File: config.mk
export PLATFORM = sky130hd
export DESIGN_NAME = rf_channel_quality_table_top
export DESIGN_NICKNAME = d
export VERILOG_FILES = /design/src/rtl/cqt_pkg.sv /design/src/rtl/cqt_ram.sv /design/src/rtl/cqt_fifo.sv /design/src/rtl/cqt_div.sv /design/src/rtl/cqt_front.sv /design/src/rtl/cqt_back.sv /design/src/rtl/rf_channel_quality_table_top.sv
export SDC_FILE = /design/constraint.sdc
export NUM_CORES = 2
export LEC_CHECK = 0
export ABC_AREA = 1
export BUFFER_PORTS_ARGS = -buffer_cell sky130_fd_sc_hd__buf_2
export CAP_MARGIN = 20
export CORE_ASPECT_RATIO = 2
export CORE_MARGIN = 2
export CORE_UTILIZATION = 57
export DETAILED_ROUTE_END_ITERATION = 16
export PLACE_DENSITY = 0.76
export SLEW_MARGIN = 5
export SYNTH_ARGS = -nofsm -noshare
export SYNTH_HDL_FRONTEND = slang
export SYNTH_SLANG_ARGS = --single-unit
export TNS_END_PERCENT = 1
File: constraint.sdc
create_clock -name clk_i -period 8.4 [get_ports clk_i]
set_clock_uncertainty 0.05 [all_clocks]
set_input_delay 2.52 -clock clk_i [delete_from_list [all_inputs] [get_ports clk_i]]
set_output_delay 2.52 -clock clk_i [all_outputs]
set_load 0.01 [all_outputs]
File: src/rtl/cqt_pkg.sv
`timescale 1ns / 1ps

package cqt_pkg;

  typedef enum logic [1:0] {
    OP_OBSERVE = 2'd0,
    OP_QUERY   = 2'd1,
    OP_CLEAR   = 2'd2,
    OP_UNUSED  = 2'd3
  } op_e;

  localparam logic [1:0] CFG_WINDOW   = 2'd0;
  localparam logic [1:0] CFG_MIN      = 2'd1;
  localparam logic [1:0] CFG_DEGRADED = 2'd2;

  localparam logic [15:0] WINDOW_RST   = 16'd60;
  localparam logic [15:0] MIN_RST      = 16'd20;
  localparam logic [6:0]  DEGRADED_RST = 7'd20;

  localparam logic [7:0] PERCENT_NONE = 8'hFF;
  localparam logic [31:0] COUNT_MAX   = 32'hFFFF_FFFF;

  typedef struct packed {
    op_e         op;
    logic [7:0]  channel;
    logic        retry;
    logic        fcs_error;
    logic [31:0] now;
  } cmd_t;

  typedef struct packed {
    logic [7:0]  channel;
    logic [31:0] frames;
    logic [31:0] retries;
    logic [31:0] fcs_errors;
    logic [31:0] win_open;
    logic [31:0] seen_at;
  } entry_t;

  typedef struct packed {
    logic        found;
    logic [31:0] frame_count;
    logic [7:0]  retry_percent;
    logic [7:0]  fcs_error_percent;
    logic        degraded;
  } result_t;

  typedef enum logic [3:0] {
    ST_IDLE,
    ST_SCAN_RD,
    ST_SCAN_CMP,
    ST_MISS,
    ST_ROLL,
    ST_COUNT,
    ST_QWRITE,
    ST_DIV_R,
    ST_DIV_F,
    ST_RESULT
  } state_e;

endpackage

File: src/rtl/cqt_ram.sv
`timescale 1ns / 1ps

module cqt_ram #(
  parameter int Width = 8,
  parameter int Depth = 16
) (
  input  logic                                  clk_i,
  input  logic                                  we_i,
  input  logic [((Depth > 1) ? $clog2(Depth) : 1)-1:0] waddr_i,
  input  logic [Width-1:0]                      wdata_i,
  input  logic [((Depth > 1) ? $clog2(Depth) : 1)-1:0] raddr_i,
  output logic [Width-1:0]                      rdata_o
);

  logic [Width-1:0] mem_q [Depth];

  always_ff @(posedge clk_i) begin
    if (we_i) begin
      mem_q[waddr_i] <= wdata_i;
    end
    rdata_o <= mem_q[raddr_i];
  end

endmodule

File: src/rtl/cqt_fifo.sv
`timescale 1ns / 1ps

module cqt_fifo #(
  parameter int Width = 8
) (
  input  logic             clk_i,
  input  logic             rst_ni,
  input  logic             push_i,
  input  logic [Width-1:0] wdata_i,
  output logic             full_o,
  input  logic             pop_i,
  output logic [Width-1:0] rdata_o,
  output logic             empty_o
);

  logic [Width-1:0] slot_q [2];
  logic             wptr_q, rptr_q;
  logic [1:0]       count_q;
  logic             do_push, do_pop;

  assign full_o  = (count_q == 2'd2);
  assign empty_o = (count_q == 2'd0);
  assign do_push = push_i && !full_o;
  assign do_pop  = pop_i && !empty_o;
  assign rdata_o = slot_q[rptr_q];

  always_ff @(posedge clk_i) begin
    if (do_push) begin
      slot_q[wptr_q] <= wdata_i;
    end
  end

  always_ff @(posedge clk_i or negedge rst_ni) begin
    if (!rst_ni) begin
      wptr_q  <= 1'b0;
      rptr_q  <= 1'b0;
      count_q <= 2'd0;
    end else begin
      if (do_push) wptr_q <= ~wptr_q;
      if (do_pop) rptr_q <= ~rptr_q;
      count_q <= count_q + 2'(do_push) - 2'(do_pop);
    end
  end

endmodule

File: src/rtl/cqt_div.sv
`timescale 1ns / 1ps

module cqt_div (
  input  logic        clk_i,
  input  logic        rst_ni,
  input  logic        start_i,
  input  logic [31:0] hits_i,
  input  logic [31:0] frames_i,
  output logic        done_o,
  output logic [6:0]  quot_o
);

  logic [38:0] rem_q;
  logic [31:0] div_q;
  logic [2:0]  cnt_q;
  logic        busy_q;
  logic [38:0] trial;
  logic        take;

  // hits never exceed frames, so the quotient fits seven bits
  assign trial = {7'd0, div_q} << cnt_q;
  assign take  = (rem_q >= trial);

  always_ff @(posedge clk_i) begin
    if (start_i) begin
      rem_q <= ({7'd0, hits_i} << 6) + ({7'd0, hits_i} << 5) + ({7'd0, hits_i} << 2);
      div_q <= frames_i;
    end else if (busy_q && take) begin
      rem_q <= rem_q - trial;
    end
    if (busy_q) begin
      quot_o <= {quot_o[5:0], take};
    end
  end

  always_ff @(posedge clk_i or negedge rst_ni) begin
    if (!rst_ni) begin
      busy_q <= 1'b0;
      cnt_q  <= 3'd0;
      done_o <= 1'b0;
    end else begin
      done_o <= 1'b0;
      if (start_i) begin
        busy_q <= 1'b1;
        cnt_q  <= 3'd6;
      end else if (busy_q) begin
        if (cnt_q == 3'd0) begin
          busy_q <= 1'b0;
          done_o <= 1'b1;
        end else begin
          cnt_q <= cnt_q - 3'd1;
        end
      end
    end
  end

endmodule

File: src/rtl/cqt_front.sv
`timescale 1ns / 1ps

module cqt_front (
  input  logic         push_i,
  output logic         full_o,
  input  logic [1:0]   req_type_i,
  input  logic [7:0]   channel_i,
  input  logic         retry_flag_i,
  input  logic         fcs_error_flag_i,
  input  logic [31:0]  time_now_i,
  output logic         cmd_push_o,
  output cqt_pkg::cmd_t cmd_o,
  input  logic         cmd_full_i
);

  logic keep;

  // unused codes and observes of channel zero leave no trace
  always_comb begin
    case (cqt_pkg::op_e'(req_type_i))
      cqt_pkg::OP_OBSERVE: keep = (channel_i != 8'd0);
      cqt_pkg::OP_QUERY:   keep = 1'b1;
      cqt_pkg::OP_CLEAR:   keep = 1'b1;
      default:             keep = 1'b0;
    endcase
  end

  assign full_o     = cmd_full_i;
  assign cmd_push_o = push_i && keep;
  assign cmd_o = '{op: cqt_pkg::op_e'(req_type_i), channel: channel_i, retry: retry_flag_i,
                   fcs_error: fcs_error_flag_i, now: time_now_i};

endmodule

File: src/rtl/cqt_back.sv
`timescale 1ns / 1ps

module cqt_back #(
  parameter int TableEntries = 16
) (
  input  logic             clk_i,
  input  logic             rst_ni,
  input  logic [15:0]      window_i,
  input  logic [15:0]      min_frames_i,
  input  logic [6:0]       degraded_i,
  input  logic             cmd_empty_i,
  input  cqt_pkg::cmd_t    cmd_i,
  output logic             cmd_pop_o,
  input  logic             res_full_i,
  output logic             res_push_o,
  output cqt_pkg::result_t res_o
);

  localparam int AW = (TableEntries > 1) ? $clog2(TableEntries) : 1;
  localparam int UW = $clog2(TableEntries + 1);
  localparam int EW = $bits(cqt_pkg::entry_t);

  cqt_pkg::state_e  state_q, state_d;
  cqt_pkg::cmd_t    cmd_q, cmd_d;
  cqt_pkg::entry_t  ent_q, ent_d, rd_ent, wr_ent;
  cqt_pkg::result_t res_q, res_d;
  logic [UW-1:0]    used_q, used_d, idx_q, idx_d;
  logic [AW-1:0]    eidx_q, eidx_d, min_idx_q, min_idx_d;
  logic [31:0]      min_ls_q, min_ls_d;
  logic             we;
  logic [EW-1:0]    rdata;
  logic             div_start, div_done;
  logic [31:0]      div_hits;
  logic [6:0]       quot;
  logic             pct_ok;
  logic [31:0]      age;

  assign rd_ent = cqt_pkg::entry_t'(rdata);

  cqt_ram #(.Width(EW), .Depth(TableEntries)) u_ram (
    .clk_i  (clk_i),
    .we_i   (we),
    .waddr_i(eidx_q),
    .wdata_i(wr_ent),
    .raddr_i(idx_q[AW-1:0]),
    .rdata_o(rdata)
  );

  cqt_div u_div (
    .clk_i   (clk_i),
    .rst_ni  (rst_ni),
    .start_i (div_start),
    .hits_i  (div_hits),
    .frames_i(ent_q.frames),
    .done_o  (div_done),
    .quot_o  (quot)
  );

  assign pct_ok = (ent_q.frames >= {16'd0, min_frames_i}) && (ent_q.frames != 32'd0);
  assign age    = (cmd_q.now >= ent_q.win_open) ? cmd_q.now - ent_q.win_open : 32'd0;
  assign res_o  = res_q;

  always_comb begin
    state_d   = state_q;
    cmd_d     = cmd_q;
    ent_d     = ent_q;
    res_d     = res_q;
    used_d    = used_q;
    idx_d     = idx_q;
    eidx_d    = eidx_q;
    min_idx_d = min_idx_q;
    min_ls_d  = min_ls_q;
    cmd_pop_o = 1'b0;
    res_push_o = 1'b0;
    we        = 1'b0;
    wr_ent    = ent_q;
    div_start = 1'b0;
    div_hits  = ent_q.retries;
    case (state_q)
      cqt_pkg::ST_IDLE: begin
        if (!cmd_empty_i) begin
          cmd_pop_o = 1'b1;
          cmd_d     = cmd_i;
          idx_d     = '0;
          if (cmd_i.op == cqt_pkg::OP_CLEAR) begin
            used_d = '0;
          end else if (used_q == '0) begin
            state_d = cqt_pkg::ST_MISS;
          end else begin
            state_d = cqt_pkg::ST_SCAN_RD;
          end
        end
      end
      cqt_pkg::ST_SCAN_RD: state_d = cqt_pkg::ST_SCAN_CMP;
      cqt_pkg::ST_SCAN_CMP: begin
        if (rd_ent.channel == cmd_q.channel) begin
          ent_d   = rd_ent;
          eidx_d  = idx_q[AW-1:0];
          state_d = cqt_pkg::ST_ROLL;
        end else begin
          if (idx_q == '0 || rd_ent.seen_at < min_ls_q) begin
            min_ls_d  = rd_ent.seen_at;
            min_idx_d = idx_q[AW-1:0];
          end
          if (idx_q + UW'(1) == used_q) begin
            state_d = cqt_pkg::ST_MISS;
          end else begin
            idx_d   = idx_q + UW'(1);
            state_d = cqt_pkg::ST_SCAN_RD;
          end
        end
      end
      cqt_pkg::ST_MISS: begin
        if (cmd_q.op == cqt_pkg::OP_QUERY) begin
          res_d   = '{found: 1'b0, frame_count: 32'd0, retry_percent: cqt_pkg::PERCENT_NONE,
                      fcs_error_percent: cqt_pkg::PERCENT_NONE, degraded: 1'b0};
          state_d = cqt_pkg::ST_RESULT;
        end else begin
          if (used_q < UW'(TableEntries)) begin
            eidx_d = used_q[AW-1:0];
            used_d = used_q + UW'(1);
          end else begin
            eidx_d = min_idx_q;
          end
          ent_d   = '{channel: cmd_q.channel, frames: 32'd0, retries: 32'd0, fcs_errors: 32'd0,
                      win_open: cmd_q.now, seen_at: 32'd0};
          state_d = cqt_pkg::ST_ROLL;
        end
      end
      cqt_pkg::ST_ROLL: begin
        if (ent_q.win_open == 32'd0) begin
          ent_d.win_open = cmd_q.now;
        end else if (age > {16'd0, window_i}) begin
          ent_d.frames     = 32'd0;
          ent_d.retries    = 32'd0;
          ent_d.fcs_errors = 32'd0;
          ent_d.win_open   = cmd_q.now;
        end
        state_d = (cmd_q.op == cqt_pkg::OP_QUERY) ? cqt_pkg::ST_QWRITE : cqt_pkg::ST_COUNT;
      end
      cqt_pkg::ST_COUNT: begin
        if (ent_q.frames != cqt_pkg::COUNT_MAX) wr_ent.frames = ent_q.frames + 32'd1;
        if (cmd_q.retry && ent_q.retries != cqt_pkg::COUNT_MAX) begin
          wr_ent.retries = ent_q.retries + 32'd1;
        end
        if (cmd_q.fcs_error && ent_q.fcs_errors != cqt_pkg::COUNT_MAX) begin
          wr_ent.fcs_errors = ent_q.fcs_errors + 32'd1;
        end
        if (cmd_q.now > ent_q.seen_at) wr_ent.seen_at = cmd_q.now;
        we      = 1'b1;
        state_d = cqt_pkg::ST_IDLE;
      end
      cqt_pkg::ST_QWRITE: begin
        we        = 1'b1;
        div_start = 1'b1;
        state_d   = cqt_pkg::ST_DIV_R;
      end
      cqt_pkg::ST_DIV_R: begin
        if (div_done) begin
          res_d.retry_percent = pct_ok ? {1'b0, quot} : cqt_pkg::PERCENT_NONE;
          res_d.degraded      = pct_ok && (quot >= degraded_i);
          div_start = 1'b1;
          div_hits  = ent_q.fcs_errors;
          state_d   = cqt_pkg::ST_DIV_F;
        end
      end
      cqt_pkg::ST_DIV_F: begin
        div_hits = ent_q.fcs_errors;
        if (div_done) begin
          res_d.fcs_error_percent = pct_ok ? {1'b0, quot} : cqt_pkg::PERCENT_NONE;
          res_d.found             = 1'b1;
          res_d.frame_count       = ent_q.frames;
          state_d = cqt_pkg::ST_RESULT;
        end
      end
      cqt_pkg::ST_RESULT: begin
        if (!res_full_i) begin
          res_push_o = 1'b1;
          state_d    = cqt_pkg::ST_IDLE;
        end
      end
      default: state_d = cqt_pkg::ST_IDLE;
    endcase
  end

  always_ff @(posedge clk_i) begin
    cmd_q     <= cmd_d;
    ent_q     <= ent_d;
    res_q     <= res_d;
    idx_q     <= idx_d;
    eidx_q    <= eidx_d;
    min_idx_q <= min_idx_d;
    min_ls_q  <= min_ls_d;
  end

  always_ff @(posedge clk_i or negedge rst_ni) begin
    if (!rst_ni) begin
      state_q <= cqt_pkg::ST_IDLE;
      used_q  <= '0;
    end else begin
      state_q <= state_d;
      used_q  <= used_d;
    end
  end

endmodule

File: src/rtl/rf_channel_quality_table_top.sv
`timescale 1ns / 1ps
// channel   | handshake          | payload
// input     | push / full        | req_type, channel, retry_flag, fcs_error_flag, time_now
// result    | empty / pop        | found, frame_count, retry/fcs_error percent, degraded
// config    | cfg_we_i           | cfg_idx_i, cfg_data_i
// an observe or a query scans the entries in use up to a match, reading then comparing each
// entry through the table's one read port; a query then runs the 7-step divider for each percentage
// a clear only empties the table by zeroing the count of entries in use; no clearing pass follows reset
// a two-item queue on each side lets input and result stall on their own

module rf_channel_quality_table_top #(
  parameter int TableEntries = 16
) (
  input  logic        clk_i,
  input  logic        rst_ni,
  input  logic        push,
  output logic        full,
  input  logic [1:0]  req_type_i,
  input  logic [7:0]  channel_i,
  input  logic        retry_flag_i,
  input  logic        fcs_error_flag_i,
  input  logic [31:0] time_now_i,
  output logic        empty,
  input  logic        pop,
  output logic        found_o,
  output logic [31:0] frame_count_o,
  output logic signed [7:0] retry_percent_o,
  output logic signed [7:0] fcs_error_percent_o,
  output logic        degraded_o,
  input  logic        cfg_we_i,
  input  logic [1:0]  cfg_idx_i,
  input  logic [15:0] cfg_data_i
);

  logic [15:0] window_q, min_frames_q;
  logic [6:0]  degraded_q;
  logic        cmd_push, cmd_full, cmd_empty, cmd_pop;
  logic        res_push, res_full;
  cqt_pkg::cmd_t    cmd_in, cmd_out;
  cqt_pkg::result_t res_in, res_out;
  logic [$bits(cqt_pkg::cmd_t)-1:0]    cmd_raw;
  logic [$bits(cqt_pkg::result_t)-1:0] res_raw;

  always_ff @(posedge clk_i or negedge rst_ni) begin
    if (!rst_ni) begin
      window_q     <= cqt_pkg::WINDOW_RST;
      min_frames_q <= cqt_pkg::MIN_RST;
      degraded_q   <= cqt_pkg::DEGRADED_RST;
    end else if (cfg_we_i) begin
      case (cfg_idx_i)
        cqt_pkg::CFG_WINDOW:   window_q     <= cfg_data_i;
        cqt_pkg::CFG_MIN:      min_frames_q <= cfg_data_i;
        cqt_pkg::CFG_DEGRADED: degraded_q   <= cfg_data_i[6:0];
        default: ;
      endcase
    end
  end

  cqt_front u_front (
    .push_i          (push),
    .full_o          (full),
    .req_type_i      (req_type_i),
    .channel_i       (channel_i),
    .retry_flag_i    (retry_flag_i),
    .fcs_error_flag_i(fcs_error_flag_i),
    .time_now_i      (time_now_i),
    .cmd_push_o      (cmd_push),
    .cmd_o           (cmd_in),
    .cmd_full_i      (cmd_full)
  );

  cqt_fifo #(.Width($bits(cqt_pkg::cmd_t))) u_cmd_q (
    .clk_i  (clk_i),
    .rst_ni (rst_ni),
    .push_i (cmd_push),
    .wdata_i(cmd_in),
    .full_o (cmd_full),
    .pop_i  (cmd_pop),
    .rdata_o(cmd_raw),
    .empty_o(cmd_empty)
  );

  assign cmd_out = cqt_pkg::cmd_t'(cmd_raw);

  cqt_back #(.TableEntries(TableEntries)) u_back (
    .clk_i       (clk_i),
    .rst_ni      (rst_ni),
    .window_i    (window_q),
    .min_frames_i(min_frames_q),
    .degraded_i  (degraded_q),
    .cmd_empty_i (cmd_empty),
    .cmd_i       (cmd_out),
    .cmd_pop_o   (cmd_pop),
    .res_full_i  (res_full),
    .res_push_o  (res_push),
    .res_o       (res_in)
  );

  cqt_fifo #(.Width($bits(cqt_pkg::result_t))) u_res_q (
    .clk_i  (clk_i),
    .rst_ni (rst_ni),
    .push_i (res_push),
    .wdata_i(res_in),
    .full_o (res_full),
    .pop_i  (pop),
    .rdata_o(res_raw),
    .empty_o(empty)
  );

  assign res_out             = cqt_pkg::result_t'(res_raw);
  assign found_o             = res_out.found;
  assign frame_count_o       = res_out.frame_count;
  assign retry_percent_o     = res_out.retry_percent;
  assign fcs_error_percent_o = res_out.fcs_error_percent;
  assign degraded_o          = res_out.degraded;

endmodule

==> results.yml <==
synthesis:
  syn_area_sq_mm: 0.1451
  seq_area_frac_synth_pct: 70.85
  ys_types: 62
  ys_seq_elements: 3490
  synth_edf_count: 3261
  synthArstFlopShare_pct: 1.748
  netlist_instances: 12070
  synth_nets: 12390
  ys_warn_count: 0
  syn_avg_cell_area_sq_um: 12.03
  ys.flop_type: "edfxtp_1"
global_route:
  grt_max_degree: 247
  antenna_found_initial: 23
  gr-total-overflow: 0
  grt_pass1_wl_um: 640700
  grt_usage_pct: 33.89
  grt_pass1_vias: 99070
clock_tree:
  post_cts_buffers: 0
  hold_buffers: 0
  numCtsBuffers: 298
  cts_sinks: 3490
  cts.clk_slew.worst_paths_ns: 0.07
  cts_resized: 0
  tritoncts: "yes"
  clock_path_buffers: 4
  root_buffer: "clkbuf_16"
  clk_latency_ns: 0.93
  htree_levels: 5
floorplan:
  initial_utilization_pct: 57.13
  die_area_sq_mm: 0.2589
  core_area_sq_mm: 0.2541
  die_y_um: 717.6
  num_io_pins: 119
  die_w_um: 360.8
  rows: 262
power_and_ir_drop:
  ir_worst_vdd_mv: 0.5298
  p_leak_uw: 0.05603
  powerDensity_mw_per_mm2: 422.8
  p_total_uw: 67460
drt:
  postRouteAntennaNets: 0
  wirelength_um: 447700
  dr.pass1.iters: 7
  drc: 0
  wl_per_cell_um: 28.70
  viasPerCell: 6.416
  drt_iter0_markers: 12690
  vias: 100100
critical_path:
  worstPathRequired_ns: 8.94
  worst-setup-path-type: "reg2reg"
  crit_path_end_kind: "flip-flop"
  crit_path_start_kind: "flip-flop"
  r2r_slack_ns: 2.27
  crit_path_max_fanout: 18
  worstPathArrival_ns: 6.68
  reg2reg_depth: 23
place:
  place_ws_ns: 2.218
  dpl.hpwl_um: 264300
  dp.cells: 15010
  gp_congestion: 1.099
  io_buffers: 118
finish:
  final_cell_mix: "3,261 x edfxtp_1, 1,774 x nor2_1, 1,607 x o21ai_0"
  layout_commonest_cell: "edfxtp_1"
  regArea_sq_mm: 0.1028
  multiInputGateArea_sq_mm: 0.03709
  layoutNonFillerInstCount: 15600
  nFillCells: 18540
  drive_above_1_share_pct: 7.802
  syn2layout_area_growth_pct: 9.946
  layout.nets: 12360
timing:
  worstMarginPinSlew_ns: 1.257
  setup_ws_ns: 2.265
  period_share_pct: 73.03
  report.final.slew_viol_count: 0
  fin_tns_setup_ns: 0
  timing.fmax_mhz: 163.0
  finalHoldViolCount: 0
  max-slew-margin-rel_pct: 16.10
  setup_viol: 0
  hold_slack_ns: 0.3982
  period_needed_ns: 6.135
  rsz0062_at_grt: "no"
outcome:
  run_status: "finished clean"
min_path:
  worstHoldPathCells: 0
  min_path_type: "reg2reg"
run:
  maxCapViolations: 0
-- through the flow --
stage               instance area [sq um]  util (%)
floorplan                          145100         -
global placement                   149400     58.79
detailed placement                 149400     58.80
CTS                                159200     62.67
global route                       159600     62.80
finish                             159600     62.81
-- synth_stat cells, types with 7 or more instances --
cell type / instances / area share [%]
edfxtp_1: 3261 / 67
nor2_1: 1798 / 4.7
o21ai_0: 1612 / 5.6
nand2_1: 1510 / 3.9
inv_1: 812 / 2.1
clkbuf_1: 570 / 1.5
o22ai_1: 433 / 1.9
nand3_1: 431 / 1.5
o221ai_1: 244 / 1.5
ha_1: 225 / 1.9
a21oi_1: 194 / 0.67
dfxtp_1: 168 / 2.3
o211ai_1: 100 / 0.52
xor2_1: 98 / 0.59
nor3_1: 77 / 0.27
mux2_2: 74 / 0.57
nand4_1: 66 / 0.28
dfrtp_1: 53 / 0.91
buf_1: 41 / 0.11
nor4_1: 35 / 0.15
fa_1: 31 / 0.43
or2_2: 31 / 0.13
buf_2: 30 / 0.10
a31oi_1: 22 / 0.095
xnor2_1: 15 / 0.091
a21o_1: 13 / 0.067
o21bai_1: 12 / 0.062
dfstp_2: 8 / 0.14
nand3b_1: 8 / 0.041
mux2i_1: 7 / 0.048
-- final timing paths --
kind                                         to             start
max                            u_back.ent_q[32]  u_back.ent_q[58]
min                        u_res_q.slot_q[1][9]   u_back.res_o[9]
max reg2reg                    u_back.ent_q[32]  u_back.ent_q[58]
min reg2reg                u_res_q.slot_q[1][9]   u_back.res_o[9]
max in group asynchronous        u_res_q.rptr_q            rst_ni
min in group asynchronous      min_frames_q[11]            rst_ni
-- where the power goes --
part	internal (uW)	switching, uW	leakage (uW)
Sequential	23800	1950	0.0317
Clock	7820	6290	0.00476
Combinational	7530	20000	0.0196
Total	39200	28300	0.0560
-- registers in the layout, summed over array words and instances, names as in the netlist, 2 cells and up --
register and cells:
u_back.u_ram.mem_q 2688, u_res_q.count_q 2, u_back.used_q 5, u_back.u_ram.rdata_o 168, min_frames_q 16, u_back.min_ls_q 32, degraded_q 7, u_cmd_q.count_q 2
u_back.ent_q 168, u_back.idx_q 5, u_res_q.slot_q 100, u_back.u_div.cnt_q 3, u_back.res_o 50, u_back.eidx_q 4, u_back.u_div.div_q 32, u_back.u_div.rem_q 39
window_q 16, u_back.state_q 4, u_cmd_q.slot_q 88, u_back.u_div.quot_o 7, u_back.cmd_q 44, u_back.min_idx_q 4
-- per-layer routing --
| metal | track usage [%] | wire (um) |
|---|---|---|
| met1 | 36.66 | 140700 |
| met3 | 5.546 | 39260 |
| met4 | 30.18 | 46730 |
| met5 | 0 | 41 |
| met2 | 57.30 | 220900 |
-- area by class of cell --
cell class	instances	share of cell area [%]
multi-input cells	7111	23.24
well taps	3300	2.588
flip-flops and latches	3490	64.44
inverters	823	1.953
repair buffers	315	1.589
clock inverters	150	1.021
clock buffers	390	5.134
diodes	20	0.03136
-- worst max-delay path, cell delays in order (launching register included) --
cell,delay [ns]
edfxtp_1,0.82
inv_1,0.11
ha_1,0.39
nand2_1,0.16
inv_1,0.05
nand2_1,0.06
nand2_1,0.06
nand2_1,0.07
nand2_1,0.10
a21oi_1,0.31
nand3_1,0.63
nand3_1,0.24
inv_1,0.07
ha_1,0.29
nand2_1,0.08
inv_1,0.08
nand3_1,0.06
nor3_1,0.23
nand4_1,0.12
a21oi_1,0.34
nand3_1,0.12
nand2_1,0.10
clkinv_1,0.72
buf_4,0.54
-- cells by family after synthesis --
| kind of cell | count (synthesis) | share of synthesized area [%] |
|---|---|---|
| xor gates and xnor gates | 113 | 0.6819 |
| muxes | 81 | 0.6224 |
| DFF | 3490 | 70.85 |
| and+or+nand+nor | 3994 | 11.15 |
| AOI/OAI and AO/OA | 2667 | 10.51 |
| buffers and inverters | 1464 | 3.816 |
| adders and majority gates | 256 | 2.367 |
Power figures use the tool's default switching activity.
